**src/hw/rtl/evpc_pkg.sv**
```systemverilog
// Types, constants and a helper function of the encoder velocity PI controller.
package evpc_pkg;

	localparam int FRAC_BITS_DEF = 16;
	localparam int MUL_W = 32;
	localparam int MUL_CNT_W = $clog2(MUL_W);
	localparam logic [30:0] SPEED_SCALE_RESET = 31'd41175;

	typedef logic [2:0] cfg_idx_t;
	localparam cfg_idx_t REG_TARGET_SPEED = 3'd0;
	localparam cfg_idx_t REG_SPEED_SCALE = 3'd1;
	localparam cfg_idx_t REG_COEF_B0 = 3'd2;
	localparam cfg_idx_t REG_COEF_B1 = 3'd3;
	localparam cfg_idx_t REG_OUT_MIN = 3'd4;
	localparam cfg_idx_t REG_OUT_MAX = 3'd5;

	typedef enum logic [3:0] {
		ST_IDLE,
		ST_L_SPD,
		ST_W_SPD,
		ST_ERR,
		ST_L_B0,
		ST_W_B0,
		ST_L_B1,
		ST_W_B1,
		ST_RAW,
		ST_CLAMP,
		ST_L_TQ,
		ST_W_TQ,
		ST_DONE
	} state_t;

	typedef struct packed {
		logic start;
	} mul_ctl_t;

	typedef struct packed {
		logic done;
	} mul_stat_t;

	function automatic logic signed [31:0] sat32(input logic signed [63:0] v);
		logic signed [31:0] r;
		if (v > 64'sh0000_0000_7fff_ffff) begin
			r = 32'sh7fff_ffff;
		end else if (v < -64'sh0000_0000_8000_0000) begin
			r = 32'sh8000_0000;
		end else begin
			r = v[31:0];
		end
		return r;
	endfunction

endpackage

```
**src/hw/rtl/encoder_velocity_pi_control.sv**
```systemverilog
// Top level of the encoder velocity PI controller with a shared bit-serial multiplier.
//
// Channel   Direction  Handshake                    Payload
// s_axis    in         s_axis_tvalid/s_axis_tready  encoder_count
// m_axis    out        m_axis_tvalid/m_axis_tready  drive_voltage, measured_speed, torque
// cfg       in         cfg_valid/cfg_ready          cfg_index, cfg_data
//
// From acceptance until its result is loaded into the output register, an item is processed by
// the bit-serial multiplier, which forms four 32-step products in turn.
// A new item is accepted in the cycle after the result is loaded, even if it is not yet taken.
// Reset clears the tick history and restores the register defaults; no clearing pass follows.
// A stalled result holds the sequencer in its last step until the output register frees.
module encoder_velocity_pi_control #(
	parameter int FRAC_BITS = evpc_pkg::FRAC_BITS_DEF
) (
	input  logic                 clk,
	input  logic                 arst_n,
	input  logic                 s_axis_tvalid,
	output logic                 s_axis_tready,
	input  logic [31:0]          s_axis_tdata,  // [31:0] encoder_count
	output logic                 m_axis_tvalid,
	input  logic                 m_axis_tready,
	output logic [95:0]          m_axis_tdata,  // [31:0] drive, [63:32] speed, [95:64] torque
	input  logic                 cfg_valid,
	output logic                 cfg_ready,
	input  evpc_pkg::cfg_idx_t   cfg_index,
	input  logic [31:0]          cfg_data
);
	import evpc_pkg::*;

	localparam logic signed [63:0] RND_HALF = 64'sd1 <<< (FRAC_BITS - 1);
	localparam logic signed [31:0] TORQUE_K =
		32'(((64'd451 << FRAC_BITS) + 64'd5000) / 64'd10000);
	localparam logic signed [31:0] LIMIT_MAX = 32'(64'd15 << (FRAC_BITS - 1));
	localparam logic signed [31:0] LIMIT_MIN = -LIMIT_MAX;

	state_t state_q, state_d;

	logic signed [31:0] target_q;
	logic [30:0]        scale_q;
	logic signed [31:0] b0_q;
	logic signed [31:0] b1_q;
	logic signed [31:0] out_min_q;
	logic signed [31:0] out_max_q;

	logic [31:0]        prev_count_q;
	logic               have_prev_q;
	logic signed [31:0] prev_err_q;
	logic signed [31:0] prev_raw_q;

	logic signed [31:0] diff_q;
	logic signed [31:0] speed_q;
	logic signed [31:0] err_q;
	logic signed [63:0] acc_q;
	logic signed [63:0] rnd_q;
	logic signed [31:0] raw_q;
	logic signed [31:0] drive_q;
	logic signed [31:0] torque_q;

	logic               out_valid_q;
	logic [95:0]        out_data_q;
	logic               out_load;

	mul_ctl_t           mul_ctl;
	mul_stat_t          mul_stat;
	logic signed [31:0] mul_a;
	logic signed [31:0] mul_b;
	logic signed [63:0] mul_prod;
	logic signed [63:0] prod_rnd;
	logic signed [63:0] err_wide;
	logic signed [63:0] raw_wide;

	evpc_mul u_mul (
		.clk    (clk),
		.arst_n (arst_n),
		.ctl    (mul_ctl),
		.a      (mul_a),
		.b      (mul_b),
		.stat   (mul_stat),
		.prod   (mul_prod)
	);

	assign prod_rnd = (mul_prod + RND_HALF) >>> FRAC_BITS;
	assign err_wide = {{32{target_q[31]}}, target_q} - {{32{speed_q[31]}}, speed_q};
	assign raw_wide = acc_q + rnd_q;
	assign out_load = (state_q == ST_DONE) && (!out_valid_q || m_axis_tready);

	always_comb begin
		state_d = state_q;
		unique case (state_q)
			ST_IDLE:  if (s_axis_tvalid) state_d = ST_L_SPD;
			ST_L_SPD: state_d = ST_W_SPD;
			ST_W_SPD: if (mul_stat.done) state_d = ST_ERR;
			ST_ERR:   state_d = ST_L_B0;
			ST_L_B0:  state_d = ST_W_B0;
			ST_W_B0:  if (mul_stat.done) state_d = ST_L_B1;
			ST_L_B1:  state_d = ST_W_B1;
			ST_W_B1:  if (mul_stat.done) state_d = ST_RAW;
			ST_RAW:   state_d = ST_CLAMP;
			ST_CLAMP: state_d = ST_L_TQ;
			ST_L_TQ:  state_d = ST_W_TQ;
			ST_W_TQ:  if (mul_stat.done) state_d = ST_DONE;
			ST_DONE:  if (out_load) state_d = ST_IDLE;
			default:  state_d = ST_IDLE;
		endcase
	end

	always_comb begin
		s_axis_tready = 1'b0;
		mul_ctl.start = 1'b0;
		mul_a = diff_q;
		mul_b = {1'b0, scale_q};
		unique case (state_q)
			ST_IDLE: s_axis_tready = 1'b1;
			ST_L_SPD: begin
				mul_ctl.start = 1'b1;
			end
			ST_L_B0: begin
				mul_ctl.start = 1'b1;
				mul_a = b0_q;
				mul_b = err_q;
			end
			ST_L_B1: begin
				mul_ctl.start = 1'b1;
				mul_a = b1_q;
				mul_b = prev_err_q;
			end
			ST_L_TQ: begin
				mul_ctl.start = 1'b1;
				mul_a = drive_q;
				mul_b = TORQUE_K;
			end
			default: begin
				mul_ctl.start = 1'b0;
			end
		endcase
	end

	always_ff @(posedge clk or negedge arst_n) begin
		if (!arst_n) begin
			state_q <= ST_IDLE;
			out_valid_q <= 1'b0;
			target_q <= '0;
			scale_q <= SPEED_SCALE_RESET;
			b0_q <= '0;
			b1_q <= '0;
			out_min_q <= LIMIT_MIN;
			out_max_q <= LIMIT_MAX;
			prev_count_q <= '0;
			have_prev_q <= 1'b0;
			prev_err_q <= '0;
			prev_raw_q <= '0;
		end else begin
			state_q <= state_d;
			if (out_load) begin
				out_valid_q <= 1'b1;
			end else if (m_axis_tready) begin
				out_valid_q <= 1'b0;
			end
			if (cfg_valid) begin
				unique case (cfg_index)
					REG_TARGET_SPEED: target_q <= cfg_data;
					REG_SPEED_SCALE:  scale_q <= cfg_data[30:0];
					REG_COEF_B0:      b0_q <= cfg_data;
					REG_COEF_B1:      b1_q <= cfg_data;
					REG_OUT_MIN:      out_min_q <= cfg_data;
					REG_OUT_MAX:      out_max_q <= cfg_data;
					default:          ;
				endcase
			end
			if (state_q == ST_IDLE && s_axis_tvalid) begin
				prev_count_q <= s_axis_tdata;
				have_prev_q <= 1'b1;
			end
			if (state_q == ST_RAW) begin
				prev_raw_q <= sat32(raw_wide);
				prev_err_q <= err_q;
			end
		end
	end

	always_ff @(posedge clk) begin
		unique case (state_q)
			ST_IDLE: begin
				diff_q <= have_prev_q ? (s_axis_tdata - prev_count_q) : '0;
			end
			ST_W_SPD: begin
				if (mul_stat.done) speed_q <= sat32(mul_prod);
			end
			ST_ERR: begin
				err_q <= sat32(err_wide);
				acc_q <= {{32{prev_raw_q[31]}}, prev_raw_q};
			end
			ST_W_B0, ST_W_B1: begin
				if (mul_stat.done) rnd_q <= prod_rnd;
			end
			ST_L_B1: begin
				acc_q <= raw_wide;
			end
			ST_RAW: begin
				raw_q <= sat32(raw_wide);
			end
			ST_CLAMP: begin
				if (raw_q < out_min_q) begin
					drive_q <= out_min_q;
				end else if (raw_q > out_max_q) begin
					drive_q <= out_max_q;
				end else begin
					drive_q <= raw_q;
				end
			end
			ST_W_TQ: begin
				if (mul_stat.done) torque_q <= sat32(prod_rnd);
			end
			ST_DONE: begin
				if (out_load) out_data_q <= {torque_q, speed_q, drive_q};
			end
			default: begin
			end
		endcase
	end

	assign cfg_ready = 1'b1;
	assign m_axis_tvalid = out_valid_q;
	assign m_axis_tdata = out_data_q;

endmodule

```
**src/hw/rtl/evpc_mul.sv**
```systemverilog
// Bit-serial signed 32 by 32 multiplier, one multiplier bit per cycle.
module evpc_mul (
	input  logic                         clk,
	input  logic                         arst_n,
	input  evpc_pkg::mul_ctl_t           ctl,
	input  logic signed [31:0]           a,
	input  logic signed [31:0]           b,
	output evpc_pkg::mul_stat_t          stat,
	output logic signed [63:0]           prod
);
	import evpc_pkg::*;

	logic                    busy_q;
	logic                    done_q;
	logic [MUL_CNT_W-1:0]    cnt_q;
	logic signed [MUL_W-1:0] a_q;
	logic signed [MUL_W:0]   hi_q;
	logic [MUL_W-1:0]        lo_q;
	logic                    last;
	logic signed [MUL_W:0]   a_ext;
	logic signed [MUL_W:0]   addend;
	logic signed [MUL_W:0]   sum;

	always_comb begin
		last = (cnt_q == MUL_CNT_W'(MUL_W - 1));
		a_ext = {a_q[MUL_W-1], a_q};
		if (!lo_q[0]) begin
			addend = '0;
		end else if (last) begin
			addend = -a_ext;
		end else begin
			addend = a_ext;
		end
		sum = hi_q + addend;
	end

	always_ff @(posedge clk or negedge arst_n) begin
		if (!arst_n) begin
			busy_q <= 1'b0;
			done_q <= 1'b0;
			cnt_q <= '0;
		end else begin
			done_q <= busy_q && last;
			if (ctl.start) begin
				busy_q <= 1'b1;
				cnt_q <= '0;
			end else if (busy_q) begin
				cnt_q <= cnt_q + 1'b1;
				if (last) begin
					busy_q <= 1'b0;
				end
			end
		end
	end

	always_ff @(posedge clk) begin
		if (ctl.start) begin
			a_q <= a;
			hi_q <= '0;
			lo_q <= b;
		end else if (busy_q) begin
			hi_q <= {sum[MUL_W], sum[MUL_W:1]};
			lo_q <= {sum[0], lo_q[MUL_W-1:1]};
		end
	end

	assign stat.done = done_q;
	assign prod = {hi_q[MUL_W-1:0], lo_q};

endmodule

```
**config.mk**
```make
export PLATFORM = sky130hd
export DESIGN_NAME = encoder_velocity_pi_control
export DESIGN_NICKNAME = d
export VERILOG_FILES = /design/src/hw/rtl/evpc_pkg.sv /design/src/hw/rtl/encoder_velocity_pi_control.sv /design/src/hw/rtl/evpc_mul.sv
export SDC_FILE = /design/constraint.sdc
export NUM_CORES = 2
export LEC_CHECK = 0
export ABC_AREA = 0
export BUFFER_PORTS_ARGS = -buffer_cell sky130_fd_sc_hd__buf_2
export CORE_MARGIN = 10
export CORE_UTILIZATION = 63
export CTS_CLUSTER_SIZE = 25
export DETAILED_ROUTE_END_ITERATION = 8
export HOLD_SLACK_MARGIN = 0.06
export PLACE_DENSITY = 0.81
export SLEW_MARGIN = 15
export SYNTH_ARGS = -nofsm -noshare
export SYNTH_HDL_FRONTEND = slang
export SYNTH_HIERARCHICAL = 1
export SYNTH_SLANG_ARGS = --single-unit
```
**constraint.sdc**
```tcl
create_clock -name clk -period 11.7 [get_ports clk]
set_clock_uncertainty 0.2 [all_clocks]
set_input_delay 2.34 -clock clk [delete_from_list [all_inputs] [get_ports clk]]
set_output_delay 2.34 -clock clk [all_outputs]
set_load 0.01 [all_outputs]
```
==> impl_results.md <==
- Cell Area, Synth: 43400 um^2
- Cells after synthesis: 4008
- Outcome: finished clean
- Avg WL per Cell: 25.2 um
- GRT overflow: 0
- GP Congestion: 0.968
- GRT Overall Usage: 31.8%
- Via density: 6.54
- DRC viols: 0
- Filler Cell Count: 4823
- Rows: 96
- Max-cap violations: 0
- Max reg flops: 96
- Die H: 283 um
- TritonCTS clock tree: built
- Power Dens Cells: 270 nW/um^2
- Syn Area/Cell: 10.8 um^2
- Htree depth: 3
- Initial antenna violation count: 3
- Total core area: 68500 um^2
- Main synth FF type: edfxtp_1
- Layout cells sized above 1: 16.9%
- Initial Util: 63.4%
- Vias: 33200
- Non-Filler Instances: 5083
- Hold Crit Class: flip-flop to flip-flop
- Ys async rst share: 37.7%
- Slew at the pin closest to its max-slew limit: 1150 ps
- First-pass GRT wire length: 194 mm
- Synthesized flop and latch total: 796
- Sequential share of the synthesized area: 50.9%
- Area grow syn2layout: 10.7%
- Max Fclk: 170 MHz
- Synth cell types: 86
- # resized after CTS: 0
- CTS Root Cell: clkbuf_16
- Placed insts: 4926
- Worst rel slew slack: 23.5%
- CP Capture Type: flip-flop
- Port buffer count: 169
- Clk Latency, worst-skew pair: 650 ps
- CP arrival: 6200 ps
- Syn Nets: 4309
- Worst vdd ir: 231 uV
- RSZ-0062 raised after global routing: false
- Final Hold Viols: 0
- Routed WL: 128 mm
- Max-slew violation count: 0
- CP max FO: 31
- Clk pin slew, worst setup/hold paths: 60 ps
- Final setup TNS: 0 ps
- Num CTS Buffers: 84
- Largest net degree at the start of global routing: 87
- Drt first-iter violations: 3538
- Tmin final: 5890 ps
- Register Area: 22100 um^2
- Vias in the first global route: 32500
- Cts hold-fix bufs: 0
- Max clock buf depth: 3
- Leak pwr: 20.3 nW
- Multi-input logic area: 19900 um^2
- Kind of critical path: flip-flop to flip-flop
- Die width: 283 um
- Top-Level Pins: 171
- Post-CTS Setup Inserts: 0
- DPL Wire Length: 92.1 mm
- Yosys warnings: 6
- Final ANT Viol Nets: 0
- Post-synth EDFFs: 464
- Commonest non-fill, non-tap cell in the layout: nand2_1
- Pre-antenna DRT Iters: 9
- Total Die Area: 79800 um^2
- Sink Count: 796
- Final worst-path cycle share: 50.3%
- Final setup viols: 0
- Commonest cells after routing, fill and taps aside: nand2_1 (482), edfxtp_1 (464), dfrtp_1 (274)
- CP required: 12020 ps
- Worst hold slack: 214 ps
- Crit start category: flip-flop
- Nets: 4431
per-stage QoR:
stage	util [%]	area, um^2	power (mW)	worst slack, ps
2_1_floorplan	-	43400	8.39	1920
3_3_place_gp	65.9	45100	9.85	5840
3_5_place_dp	65.9	45100	9.99	5780
4_1_cts	70.2	48100	12.9	5880
5_1_grt	70.2	48100	13.7	5640
6_report	70.2	48100	13.0	5810
logic make-up after synthesis:
family | share of synthesized area [%]
AND/OR/NAND/NOR | 11.8
AO/OA/AOI/OAI | 14.7
flip-flops | 50.9
buffers and inverters | 3.70
multiplexers | 8.41
adder cells (fa/ha/maj) | 6.67
XOR/XNOR | 3.87
other | 0.00863
worst paths after layout:
check | slack (ps) | end | startpoint | cells after the start
min in group asynchronous | 1370 | target_q[27] | arst_n | 1
worst max register to register | 5810 | prev_raw_q[14] | acc_q[0] | 14
worst max-delay path | 5810 | prev_raw_q[14] | acc_q[0] | 14
worst min register to register | 210 | m_axis_tdata[75] | torque_q[11] | 0
max in group asynchronous | 7600 | prev_raw_q[31] | arst_n | 3
worst min-delay path | 210 | m_axis_tdata[75] | torque_q[11] | 0
final cells by class:
type / instances / area share, %
antenna: 1 / 0.00520
clock buffer: 111 / 4.82
clock inverter: 45 / 1.30
inverter: 248 / 1.94
multi-input combinational: 2793 / 41.3
sequential: 796 / 46.0
tap: 882 / 2.29
timing repair buffer: 207 / 2.37
per-layer routing:
metal / share of wire [%] / global-route usage, % / vias up
li1: - / - / 14900
met1: 39 / 41.0 / 16300
met2: 47 / 51.3 / 1681
met3: 8.7 / 5.67 / 332
met4: 5.5 / 15.8 / 6
met5: 0.034 / 0 / -
report_power, final:
part	leakage (nW)	internal, mW	switching [mW]
clock	1.43	1.70	1.17
sequential	8.16	4.08	0.575
combinational	10.7	2.03	3.45
worst max-delay path, cell delays in order, from the launching register on:
cell,delay (ps)
edfxtp_1,370
ha_1,280
fa_1,460
a211oi_1,220
nor2_1,140
o211a_1,290
o211ai_1,260
nand2_1,250
o311ai_0,650
o2111ai_1,210
or4_1,580
nor4_1,380
a31o_2,920
o21ai_2,180
mux2_2,330
synth_stat cells, types with 76 or more instances:
| master | count | area (um^2) |
|---|---|---|
| clkbuf_1 | 151 | 567 |
| xor2_1 | 76 | 666 |
| ha_1 | 225 | 2820 |
| mux2_2 | 255 | 2870 |
| inv_1 | 247 | 927 |
| mux2i_1 | 78 | 781 |
| a21o_1 | 120 | 901 |
| edfxtp_1 | 464 | 13900 |
| nand2_1 | 483 | 1810 |
| dfrtp_1 | 274 | 6860 |
| nor2_1 | 187 | 702 |
| o21ai_0 | 236 | 1180 |
| a21oi_1 | 196 | 981 |
| xnor2_1 | 116 | 1020 |
Note: power is estimated with default switching activity, not from simulation.
